$ cat config.mk
export PLATFORM = sky130hd
export DESIGN_NAME = sorted_priority_queue_flat
export DESIGN_NICKNAME = d
export VERILOG_FILES = /design/src/design/spq_pkg.sv /design/src/design/spq_in_if.sv /design/src/design/spq_out_if.sv /design/src/design/spq_mem.sv /design/src/design/spq_seq.sv /design/src/design/sorted_priority_queue.sv /design/src/flat_wrapper.sv
export SDC_FILE = /design/constraint.sdc
export NUM_CORES = 1
export LEC_CHECK = 0
export BUFFER_PORTS_ARGS = -buffer_cell sky130_fd_sc_hd__buf_2
export CAP_MARGIN = 15
export CORE_MARGIN = 8
export CORE_UTILIZATION = 60
export CTS_CLUSTER_DIAMETER = 60
export CTS_CLUSTER_SIZE = 12
export DETAILED_ROUTE_END_ITERATION = 12
export GPL_ROUTABILITY_DRIVEN = 1
export PLACE_DENSITY = 0.85
export SETUP_SLACK_MARGIN = 0.2
export SLEW_MARGIN = 20
export SYNTH_ARGS = -nofsm -noshare
export SYNTH_HDL_FRONTEND = slang
export SYNTH_SLANG_ARGS = --single-unit
$ cat constraint.sdc
create_clock -name clk -period 8.1 [get_ports clk]
set_clock_uncertainty 0.2 [all_clocks]
set_input_delay 0.81 -clock clk [delete_from_list [all_inputs] [get_ports clk]]
set_output_delay 0.81 -clock clk [all_outputs]
set_load 0.005 [all_outputs]
$ cat src/design/spq_pkg.sv
`timescale 1ns / 1ps

package spq_pkg;

	localparam int DEPTH_DEF       = 16;
	localparam int VALUE_WIDTH_DEF = 16;
	localparam int STATUS_W        = 2;
	localparam int OCC_W           = 5;

	// operation codes
	localparam logic OP_INSERT = 1'b0;
	localparam logic OP_REMOVE = 1'b1;

	typedef enum logic [STATUS_W-1:0] {
		ST_DONE  = 2'd0,
		ST_FULL  = 2'd1,
		ST_EMPTY = 2'd2
	} status_t;

	// storage port controls from the sequencer
	typedef struct packed {
		logic wr_en;
		logic rd_en;
	} mem_ctl_t;

	// sequencer status toward the top level
	typedef struct packed {
		logic idle;
		logic fin;
	} seq_stat_t;

endpackage

$ cat src/design/spq_in_if.sv
`timescale 1ns / 1ps

interface spq_in_if
	import spq_pkg::*;
	#(parameter int VALUE_WIDTH = VALUE_WIDTH_DEF)
	();

	logic                          valid;
	logic                          ready;
	logic                          operation;
	logic signed [VALUE_WIDTH-1:0] value;

	modport source (output valid, output operation, output value, input ready);
	modport sink (input valid, input operation, input value, output ready);

endinterface

$ cat src/design/spq_out_if.sv
`timescale 1ns / 1ps

interface spq_out_if
	import spq_pkg::*;
	#(parameter int VALUE_WIDTH = VALUE_WIDTH_DEF)
	();

	logic                          valid;
	logic                          ready;
	logic signed [VALUE_WIDTH-1:0] removed_value;
	logic [STATUS_W-1:0]           status;
	logic [OCC_W-1:0]              occupancy;

	modport source (output valid, output removed_value, output status, output occupancy,
		input ready);
	modport sink (input valid, input removed_value, input status, input occupancy,
		output ready);

endinterface

$ cat src/design/spq_mem.sv
`timescale 1ns / 1ps

module spq_mem
	import spq_pkg::*;
	#(
		parameter int DEPTH       = DEPTH_DEF,
		parameter int VALUE_WIDTH = VALUE_WIDTH_DEF,
		localparam int AW         = $clog2(DEPTH)
	)
	(
		input  logic                          clk,
		input  mem_ctl_t                      ctl,
		input  logic [AW-1:0]                 wr_addr,
		input  logic signed [VALUE_WIDTH-1:0] wr_data,
		input  logic [AW-1:0]                 rd_addr,
		output logic signed [VALUE_WIDTH-1:0] rd_data_q
	);

	logic signed [VALUE_WIDTH-1:0] mem [DEPTH];

	always_ff @(posedge clk) begin
		if (ctl.wr_en) begin
			mem[wr_addr] <= wr_data;
		end
	end

	always_ff @(posedge clk) begin
		if (ctl.rd_en) begin
			rd_data_q <= mem[rd_addr];
		end
	end

endmodule

$ cat src/design/spq_seq.sv
`timescale 1ns / 1ps

module spq_seq
	import spq_pkg::*;
	#(
		parameter int DEPTH       = DEPTH_DEF,
		parameter int VALUE_WIDTH = VALUE_WIDTH_DEF,
		localparam int AW         = $clog2(DEPTH),
		localparam int CW         = $clog2(DEPTH + 1)
	)
	(
		input  logic                          clk,
		input  logic                          arst_n,
		input  logic                          start,
		input  logic                          start_op,
		input  logic signed [VALUE_WIDTH-1:0] start_value,
		input  logic                          fin_ready,
		output seq_stat_t                     stat,
		output logic signed [VALUE_WIDTH-1:0] removed_value,
		output status_t                       status,
		output logic [CW-1:0]                 count,
		output mem_ctl_t                      mem_ctl,
		output logic [AW-1:0]                 wr_addr,
		output logic signed [VALUE_WIDTH-1:0] wr_data,
		output logic [AW-1:0]                 rd_addr,
		input  logic signed [VALUE_WIDTH-1:0] rd_data
	);

	localparam logic [AW-1:0] LAST = AW'(DEPTH - 1);
	localparam logic [CW-1:0] FULL = CW'(DEPTH);

	typedef enum logic [3:0] {
		S_IDLE = 4'b0001,
		S_RD   = 4'b0010,
		S_CMP  = 4'b0100,
		S_FIN  = 4'b1000
	} state_t;

	state_t                        state_q;
	logic [AW-1:0]                 head_q;
	logic [AW-1:0]                 tail_q;
	logic [CW-1:0]                 count_q;
	logic [AW-1:0]                 ptr_q;
	logic [CW-1:0]                 left_q;
	logic                          op_q;
	logic signed [VALUE_WIDTH-1:0] val_q;
	logic signed [VALUE_WIDTH-1:0] removed_q;
	status_t                       status_q;

	logic [AW-1:0] ptr_dec;
	logic [AW-1:0] head_inc;
	logic [AW-1:0] tail_inc;
	logic          gt;

	// circular pointer steps and the shared compare
	assign ptr_dec  = (ptr_q == '0) ? LAST : ptr_q - AW'(1);
	assign head_inc = (head_q == LAST) ? '0 : head_q + AW'(1);
	assign tail_inc = (tail_q == LAST) ? '0 : tail_q + AW'(1);
	assign gt       = rd_data > val_q;

	always_comb begin
		mem_ctl = '0;
		rd_addr = (op_q == OP_REMOVE) ? head_q : ptr_dec;
		wr_addr = ptr_q;
		wr_data = val_q;
		unique case (state_q)
			S_RD: begin
				if (op_q == OP_INSERT && left_q == '0) begin
					mem_ctl.wr_en = 1'b1;
				end else begin
					mem_ctl.rd_en = 1'b1;
				end
			end
			S_CMP: begin
				if (op_q == OP_INSERT) begin
					mem_ctl.wr_en = 1'b1;
					if (gt) begin
						wr_data = rd_data;
					end
				end
			end
			S_IDLE, S_FIN: begin
			end
			default: begin
			end
		endcase
	end

	always_ff @(posedge clk or negedge arst_n) begin
		if (!arst_n) begin
			state_q  <= S_IDLE;
			head_q   <= '0;
			tail_q   <= '0;
			count_q  <= '0;
			ptr_q    <= '0;
			left_q   <= '0;
			op_q     <= OP_INSERT;
			status_q <= ST_DONE;
		end else begin
			unique case (state_q)
				S_IDLE: begin
					if (start) begin
						op_q     <= start_op;
						ptr_q    <= tail_q;
						left_q   <= count_q;
						status_q <= ST_DONE;
						if (start_op == OP_INSERT && count_q == FULL) begin
							status_q <= ST_FULL;
							state_q  <= S_FIN;
						end else if (start_op == OP_REMOVE && count_q == '0) begin
							status_q <= ST_EMPTY;
							state_q  <= S_FIN;
						end else begin
							state_q <= S_RD;
						end
					end
				end
				S_RD: begin
					if (op_q == OP_INSERT && left_q == '0) begin
						tail_q  <= tail_inc;
						count_q <= count_q + CW'(1);
						state_q <= S_FIN;
					end else begin
						state_q <= S_CMP;
					end
				end
				S_CMP: begin
					if (op_q == OP_REMOVE) begin
						head_q  <= head_inc;
						count_q <= count_q - CW'(1);
						state_q <= S_FIN;
					end else if (gt) begin
						ptr_q   <= ptr_dec;
						left_q  <= left_q - CW'(1);
						state_q <= S_RD;
					end else begin
						tail_q  <= tail_inc;
						count_q <= count_q + CW'(1);
						state_q <= S_FIN;
					end
				end
				S_FIN: begin
					if (fin_ready) begin
						state_q <= S_IDLE;
					end
				end
				default: begin
					state_q <= S_IDLE;
				end
			endcase
		end
	end

	always_ff @(posedge clk) begin
		if (state_q == S_IDLE && start) begin
			val_q     <= start_value;
			removed_q <= '0;
		end else if (state_q == S_CMP && op_q == OP_REMOVE) begin
			removed_q <= rd_data;
		end
	end

	assign stat.idle     = (state_q == S_IDLE);
	assign stat.fin      = (state_q == S_FIN);
	assign removed_value = removed_q;
	assign status        = status_q;
	assign count         = count_q;

endmodule

$ cat src/design/sorted_priority_queue.sv
`timescale 1ns / 1ps

// Sorted priority queue: holds up to DEPTH signed values in ascending order in a
// circular buffer. An insert request walks back from the tail, moving each stored
// value that is strictly greater up by one slot, and drops the new value into the
// hole, so equal values leave in arrival order. A remove request returns the
// front value. Every request yields one response with status done, full (insert
// refused, queue unchanged) or empty (remove refused, removed_value zero) and
// the occupancy after the request. One request is worked at a time and req.ready
// is low meanwhile. The insert walk is paced by the single storage read port,
// whose registered read feeds the one compare unit: each slot is read, then
// compared and, if greater, written one slot up. A finished response waits in
// an output register, so the next request is taken while the response is still
// pending.

module sorted_priority_queue
	import spq_pkg::*;
	#(
		parameter int DEPTH       = DEPTH_DEF,
		parameter int VALUE_WIDTH = VALUE_WIDTH_DEF,
		localparam int AW         = $clog2(DEPTH),
		localparam int CW         = $clog2(DEPTH + 1)
	)
	(
		input logic clk,
		input logic arst_n,
		spq_in_if.sink  req,
		spq_out_if.source res
	);

	// sequencer hookup
	seq_stat_t                     stat;
	logic                          req_acc;
	logic                          fin_ready;
	logic signed [VALUE_WIDTH-1:0] fin_removed;
	status_t                       fin_status;
	logic [CW-1:0]                 fin_count;

	// storage hookup
	mem_ctl_t                      mem_ctl;
	logic [AW-1:0]                 wr_addr;
	logic signed [VALUE_WIDTH-1:0] wr_data;
	logic [AW-1:0]                 rd_addr;
	logic signed [VALUE_WIDTH-1:0] rd_data;

	// response register
	logic                          res_valid_q;
	logic signed [VALUE_WIDTH-1:0] res_removed_q;
	logic [STATUS_W-1:0]           res_status_q;
	logic [OCC_W-1:0]              res_occ_q;

	// a request is taken whenever the sequencer is idle
	assign req.ready = stat.idle;
	assign req_acc   = req.valid && req.ready;

	// the response register frees up in the same cycle it is taken
	assign fin_ready = !res_valid_q || res.ready;

	spq_seq #(
		.DEPTH       (DEPTH),
		.VALUE_WIDTH (VALUE_WIDTH)
	) u_seq (
		.clk           (clk),
		.arst_n        (arst_n),
		.start         (req_acc),
		.start_op      (req.operation),
		.start_value   (req.value),
		.fin_ready     (fin_ready),
		.stat          (stat),
		.removed_value (fin_removed),
		.status        (fin_status),
		.count         (fin_count),
		.mem_ctl       (mem_ctl),
		.wr_addr       (wr_addr),
		.wr_data       (wr_data),
		.rd_addr       (rd_addr),
		.rd_data       (rd_data)
	);

	spq_mem #(
		.DEPTH       (DEPTH),
		.VALUE_WIDTH (VALUE_WIDTH)
	) u_mem (
		.clk       (clk),
		.ctl       (mem_ctl),
		.wr_addr   (wr_addr),
		.wr_data   (wr_data),
		.rd_addr   (rd_addr),
		.rd_data_q (rd_data)
	);

	// valid flag of the response register
	always_ff @(posedge clk or negedge arst_n) begin
		if (!arst_n) begin
			res_valid_q <= 1'b0;
		end else if (stat.fin && fin_ready) begin
			res_valid_q <= 1'b1;
		end else if (res.ready) begin
			res_valid_q <= 1'b0;
		end
	end

	// response payload, occupancy reported modulo the field width
	always_ff @(posedge clk) begin
		if (stat.fin && fin_ready) begin
			res_removed_q <= fin_removed;
			res_status_q  <= fin_status;
			res_occ_q     <= OCC_W'(fin_count);
		end
	end

	assign res.valid         = res_valid_q;
	assign res.removed_value = res_removed_q;
	assign res.status        = res_status_q;
	assign res.occupancy     = res_occ_q;

endmodule

$ cat src/flat_wrapper.sv
// flat-port wrapper written by rule: the top's interface ports become plain ports
module sorted_priority_queue_flat import spq_pkg::*;
#(
		parameter int DEPTH       = DEPTH_DEF,
		parameter int VALUE_WIDTH = VALUE_WIDTH_DEF,
		localparam int AW         = $clog2(DEPTH),
		localparam int CW         = $clog2(DEPTH + 1)
	)
  (clk, arst_n, req_valid, req_operation, req_value, req_ready, res_valid, res_removed_value, res_status, res_occupancy, res_ready);
  spq_in_if #(.VALUE_WIDTH(VALUE_WIDTH)) req_i ();
  spq_out_if #(.VALUE_WIDTH(VALUE_WIDTH)) res_i ();
  input logic clk;
  input logic arst_n;
  input wire logic [$bits(req_i.valid)-1:0] req_valid;
  input wire logic [$bits(req_i.operation)-1:0] req_operation;
  input wire logic [$bits(req_i.value)-1:0] req_value;
  output wire logic [$bits(req_i.ready)-1:0] req_ready;
  output wire logic [$bits(res_i.valid)-1:0] res_valid;
  output wire logic [$bits(res_i.removed_value)-1:0] res_removed_value;
  output wire logic [$bits(res_i.status)-1:0] res_status;
  output wire logic [$bits(res_i.occupancy)-1:0] res_occupancy;
  input wire logic [$bits(res_i.ready)-1:0] res_ready;
  assign req_i.valid = req_valid;
  assign req_i.operation = req_operation;
  assign req_i.value = req_value;
  assign req_ready = req_i.ready;
  assign res_valid = res_i.valid;
  assign res_removed_value = res_i.removed_value;
  assign res_status = res_i.status;
  assign res_occupancy = res_i.occupancy;
  assign res_i.ready = res_ready;
  sorted_priority_queue #(.DEPTH(DEPTH), .VALUE_WIDTH(VALUE_WIDTH)) u_core (.clk(clk), .arst_n(arst_n), .req(req_i), .res(res_i));
endmodule
# --- After elaboration in Yosys (flattened, before gate mapping) ---
# Memories as Yosys holds them, arrays and structs flattened. A register that Yosys moved wholly into a read port is not among the register bits.
# Index checks and enable logic that the tools add are counted.
classes:
  n_reduce_logical: 21
  eq_ne: 14
  n_lt_le_gt_ge: 1
  bitwise_logic: 2
  addsub: 6
  muxes: 42
ops:
  columns: ["op", "count"]
  rows:
  - ["$mux 4", 17]
  - ["$mux 16", 3]
  - ["$mux 5", 6]
  - ["$pmux 5 s2", 2]
  - ["$gt 16x16->1", 1]
  - ["$pmux 4 s2", 2]
  - ["$pmux 4 s4", 1]
  - ["$eq 4x4->1 const B", 3]
  - ["$ne 2x2->1 const B", 6]
  - ["$logic_not 5->1", 2]
  - ["$sub 5x1->5 const B", 2]
  - ["$add 4x1->4 const B", 2]
  - ["$mux 1", 8]
  - ["$reduce_and 4->1", 2]
  - ["$logic_and 1x1->1", 7]
  - ["$reduce_and 2->1", 3]
  - ["$reduce_bool 2->1", 3]
  - ["$add 5x1->5 const B", 1]
  - ["$eq 5x5->1 const B", 1]
  - ["$eq 4x1->1 const B", 1]
  - ["$eq 4x2->1 const B", 1]
  - ["$eq 4x3->1 const B", 1]
  - ["$logic_not 4->1", 1]
  - ["$mux 2", 2]
  - ["7 further kinds", 8]
word_totals:
  mem_bits_rw: 256
  regBits: 85
  n_memories: 1
  word_cells: 101
mem_list:
  columns: ["name", "words", "width", "rd", "rd_clocked_by_memory_dff", "write_ports", "line", "text"]
  rows:
  - ["u_core.u_mem.mem", 16, 16, 1, 1, 1, "spq_mem.sv:19", "logic signed [VALUE_WIDTH-1:0] mem [DEPTH];"]

# --- Longest topological paths before layout ---
logic_depth:
  word_depth: 6
  depth_mapped: 10

# --- Modules after synthesis ---
# A second synthesis with hierarchy kept.
hier_totals:
  hier_cells: 839
  area_unflattened_um2: 14351.3
by_module_without_submodules:
  columns: ["mod", "cells_per_inst", "seq_area_each_um2", "area_each_um2", "n_inst"]
  rows:
  - ["spq_mem", 432, 8167.8, 10202.3, 1]
  - ["spq_seq", 379, 1527.7, 3398.3, 1]
  - ["sorted_priority_queue", 28, 715.7, 750.7, 1]

# --- Worst setup path before layout ---
# No wires, ideal clock.
synth_path:
  kind: "register -> register"
  start: "reg u_core.u_seq.left_q[0]"
  end: "mem u_core.u_mem.mem[3][0] (netlist bit) (enable)"
  slack_ns: 4.654
  path_buffers: 0
  t_arrival_ns: 2.837
  stages_incl_launch_ff: 9
  setup_time_ns: 0.409
  synth_period_minus_slack_ns: 3.446
  cell_sequence: "dfrtp_1 -> inv_1 -> ha_1 -> nand2b_1 -> or3_1 -> or2_1 -> a21oi_1 -> nand2_1 -> nor3_1"
synth_via:
  elab_chain_len: 6
synth_lines:
  columns: ["item", "line", "text"]
  rows:
  - ["start: declaration", "spq_seq.sv:44", "logic [CW-1:0] left_q;"]
  - ["start signal: assignment", "spq_seq.sv:105", "left_q <= count_q;"]
  - ["start signal: assignment", "spq_seq.sv:134", "left_q <= left_q - CW'(1);"]
  - ["$logic_not 5->1", "spq_seq.sv:68", "if (op_q == OP_INSERT && left_q == '0) begin"]
  - ["$logic_and 1x1->1", "spq_seq.sv:68", null]
  - ["$mux 1", "spq_seq.sv:68", null]
  - ["$pmux 1 s2", "spq_seq.sv:66", "unique case (state_q)"]
  - ["$mux 1", "spq_mem.sv:22", "if (ctl.wr_en) begin"]
  - ["$mux 1 (implied by the code)", "spq_mem.sv:23", "mem[wr_addr] <= wr_data;"]
  - ["end: declaration", "spq_mem.sv:19", null]
# No other way between the ends.

# --- Worst setup path in the final report ---
layout_path:
  start: "reg u_core.u_seq.ptr_q[0] (netlist: u_core.u_seq.wr_addr[0])"
  end: "reg u_core.u_mem.rd_data_q[1], read port of u_core.u_mem.mem (data pin)"
layout_via:
  elab_chain_len: 3
  elab_cells_between_ends: 4
  classes_between: "add/sub: 1; mux: 2; reduce/logical: 1"
layout_lines:
  columns: ["item", "line", "text"]
  rows:
  - ["start: declaration", "spq_seq.sv:43", "logic [AW-1:0] ptr_q;"]
  - ["start signal: assignment", "spq_seq.sv:104", "ptr_q <= tail_q;"]
  - ["start signal: assignment", "spq_seq.sv:133", "ptr_q <= ptr_dec;"]
  - ["$sub 4x1->4 / $logic_not 4->1 (equally long branches)", "spq_seq.sv:56", "assign ptr_dec = (ptr_q == '0) ? LAST : ptr_q - AW'(1);"]
  - ["$mux 4 (*)", "spq_seq.sv:56", null]
  - ["$mux 4 (*)", "spq_seq.sv:63", "rd_addr = (op_q == OP_REMOVE) ? head_q : ptr_dec;"]
  - ["end: declaration", "spq_mem.sv:16", "output logic signed [VALUE_WIDTH-1:0] rd_data_q"]
# Every way passes the cells marked *; elsewhere a longest branch is shown, timed or not.
# A chain may end at the register's enable or synchronous reset.

==> results.sh <==
export IMPL_reg2reg_to="u_core.u_mem.rd_data_q[1]"
export IMPL_clockRootBuffer="clkbuf_16"
export IMPL_grt_pass1_vias=7769
export IMPL_cts_resized=0
export IMPL_internal_power_mw=3.93
export IMPL_fin_area_um2=16100
export IMPL_slowest_stage="buf_4"
export IMPL_yosys_top_cells_count="311 x edfxtp_1, 65 x nand2_1, 64 x mux4_2, 51 x mux2i_1, 33 x nor2_1"
export IMPL_fin_cells=1217
export IMPL_synth_edff_count=311
export IMPL_dp_slack_ns=4.18
export IMPL_ys_types=56
export IMPL_path_cells="inv_1 -> ha_1 -> nand2_1 -> nand2_1 -> mux2i_4 -> buf_4 -> buf_4 -> mux4_2 -> mux2i_1 -> mux2i_1"
export IMPL_path_max_fanout=36
export IMPL_maxCapViolations=0
export IMPL_slew_headroom=0.263
export IMPL_drc_errors=0
export IMPL_slowest_delay_ns=0.67
export IMPL_ant_nets=0
export IMPL_reg2reg_depth=10
export IMPL_ys_warn_count=0
export IMPL_ys_seq_area_frac=0.722
export IMPL_numCtsBuffers=36
export IMPL_drtPass1Iterations=5
export IMPL_grt_pass1_wl_um=46600
export IMPL_grt_overflow=0
export IMPL_gp_congestion=0.823
export IMPL_tightestPinTransition_ns=1.10
export IMPL_fin_tns_setup_ns=0
export IMPL_wl_um=31500
export IMPL_r2r_slack_ns=4.24
export IMPL_pwr_share_clk=0.261
export IMPL_cp_data_required_time_ns=8.13
export IMPL_ctsHoldBuffers=0
export IMPL_antenna_found_initial=1
export IMPL_drive_gt1_frac=0.212
export IMPL_post_route_period_util=0.476
export IMPL_num_vias=7676
export IMPL_rsz0062_at_grt="false"
export IMPL_placedInstanceArea_um2=15100
export IMPL_p_sw_frac=0.310
export IMPL_synth_most_common_cell="edfxtp_1"
export IMPL_yosysTopAreaCellShare=0.647
export IMPL_start_util=0.613
export IMPL_drtIter0Drc=808
export IMPL_wl_per_cell_um=25.9
export IMPL_outcome="finished, final reports clean"
export IMPL_start_kind="flip-flop"
export IMPL_h_tree_depth=2
export IMPL_dp_cells=1159
export IMPL_setup_viol=0
export IMPL_rows=56
export IMPL_synth_area_leaders="edfxtp_1 65%, mux4_2 10%, dfrtp_1 5.0%"
export IMPL_fmax_ghz=0.259
export IMPL_cts_setup_buffers=0
export IMPL_powerDensity_nw_per_um2=353
export IMPL_synth_cells=806
export IMPL_hpwl_um=17400
export IMPL_die_area_um2=29300
export IMPL_ys_flop_type="edfxtp_1"
export IMPL_io_buffers=45
export IMPL_die_x_um=171
export IMPL_cp_arrival_ns=3.88
export IMPL_routed_via_density=6.31
export IMPL_r2r_start="u_core.u_seq.wr_addr[0]"
export IMPL_combinationalPowerShare=0.321
export IMPL_die_y_um=171
export IMPL_clockBufferDepth=3
export IMPL_setup_ws_ns=4.24
export IMPL_cts_tree="built"
export IMPL_hold_viol=0
export IMPL_finish_net_count=925
export IMPL_slew_viol_final=0
export IMPL_syn_nets=853
export IMPL_p_leak_nw=5.62
export IMPL_core_area_um2=23500
export IMPL_cts_sinks=357
export IMPL_seqPwrFrac=0.418
export IMPL_worstSetupPathType="reg2reg"
export IMPL_synth_area_um2=14400
export IMPL_syn_area_per_cell_um2=17.9
export IMPL_grt_max_degree=65
export IMPL_syn_to_final_growth_pct=11.8
export IMPL_min_path_type="in2async"
export IMPL_async_reset_ff_frac=0.0840
export IMPL_synth_top_cell_by_area="edfxtp_1"
export IMPL_clk_latency_ns=0.52
export IMPL_cts_reportedPaths_clkPinSlew_ns=0.06
export IMPL_antenna_cells=0
export IMPL_fin_hold_ws_ns=0.144
export IMPL_peakVddDrop_uv=245
export IMPL_io_pins=46
export IMPL_grt_usage=0.218
export IMPL_ys_ff_latch=357
export IMPL_fin_crit_ns=3.86
export IMPL_worstSetupEndpointType="flip-flop"
export IMPL_p_switching_mw=1.76
flip-flops by register name (all words and copies together) (netlist names):
| signal | flops |
|---|---|
| u_core.u_seq.head_q | 4 |
| u_core.u_seq.val_q | 16 |
| u_core.u_seq.status | 2 |
| u_core.u_mem.mem | 256 |
| u_core.u_seq.count | 5 |
| u_core.u_mem.rd_data_q | 16 |
| u_core.u_seq.removed_value | 16 |
| u_core.res.occupancy | 5 |
| u_core.u_seq.tail_q | 4 |
| u_core.res.valid | 1 |
| u_core.u_seq.op_q | 1 |
| u_core.u_seq.wr_addr | 4 |
| u_core.u_seq.state_q | 4 |
| u_core.u_seq.left_q | 5 |
| u_core.res.removed_value | 16 |
| u_core.res.status | 2 |
cell usage in the layout, fill, tap and decap left out, types with 27 or more instances in the layout:
cell	n
buf_2	45
clkbuf_16	37
edfxtp_1	311
a21oi_1	32
mux4_2	64
mux2i_1	49
nor2_1	33
dfrtp_1	29
nand2_1	65
inv_1	27
per-layer routing:
| layer | share of wire | GRT usage | vias to the layer above |
|---|---|---|---|
| met5 | 0 | 0 | - |
| met4 | 0.031 | 0.0828 | 0 |
| met3 | 0.10 | 0.0440 | 77 |
| met2 | 0.49 | 0.362 | 461 |
| met1 | 0.37 | 0.281 | 3843 |
| li1 | - | - | 3295 |
critical path: cells and delay by family (launching register included):
kind / cells / cell delay [ns]
adders and majority gates: 1 / 0.27
buffers and inverters: 3 / 1.31
DFF: 1 / 0.46
muxes: 4 / 1.09
and+or+nand+nor: 2 / 0.18
cells by family (layout without fill, tap and decap cells):
group,Yosys count,count (layout),synth area share
compound gates,84,84,0.0389
xor+xnor,8,8,0.00486
fa+ha+maj,26,26,0.0225
buf+inv,61,153,0.0187
flops,357,357,0.722
mux,133,133,0.149
simple gates,137,137,0.0441
power groups by stage:
stage               Combinational (mW)  Clock [mW]  Sequential [mW]
floorplan                         1.44           0             2.34
global placement                  1.73           0             2.40
detailed placement                1.79           0             2.40
CTS                               1.83        1.50             2.37
global route                      1.97        1.57             2.39
finish                            1.83        1.48             2.38
worst max-delay path by stage:
stage                               startpoint                   endpoint  cells past startpoint
floorplan               u_core.u_seq.left_q[0]     u_core.u_mem.mem[3][0]                      8
global placement                     req_valid     u_core.u_seq.left_q[3]                      6
detailed placement  u_core.u_mem.rd_data_q[15]     u_core.u_mem.mem[8][0]                      8
CTS                 u_core.u_mem.rd_data_q[15]     u_core.u_mem.mem[4][0]                      7
global route           u_core.u_seq.wr_addr[0]  u_core.u_mem.rd_data_q[1]                     10
finish                 u_core.u_seq.wr_addr[0]  u_core.u_mem.rd_data_q[1]                     10
area by class of cell:
class	instances	area [µm²]
sequential	357	10400
multi-input combinational	388	3810
timing repair buffer	67	390
inverter	28	105
tap	319	399
fill	1407	7410
clock buffer	54	990
clock inverter	4	35.0
through the flow:
stage / util / power [mW]
6_report: 0.685 / 5.69
5_1_grt: 0.685 / 5.92
4_1_cts: 0.685 / 5.70
3_5_place_dp: 0.642 / 4.19
3_3_place_gp: 0.642 / 4.13
2_1_floorplan: - / 3.78
(Power assumes the default switching activity.)
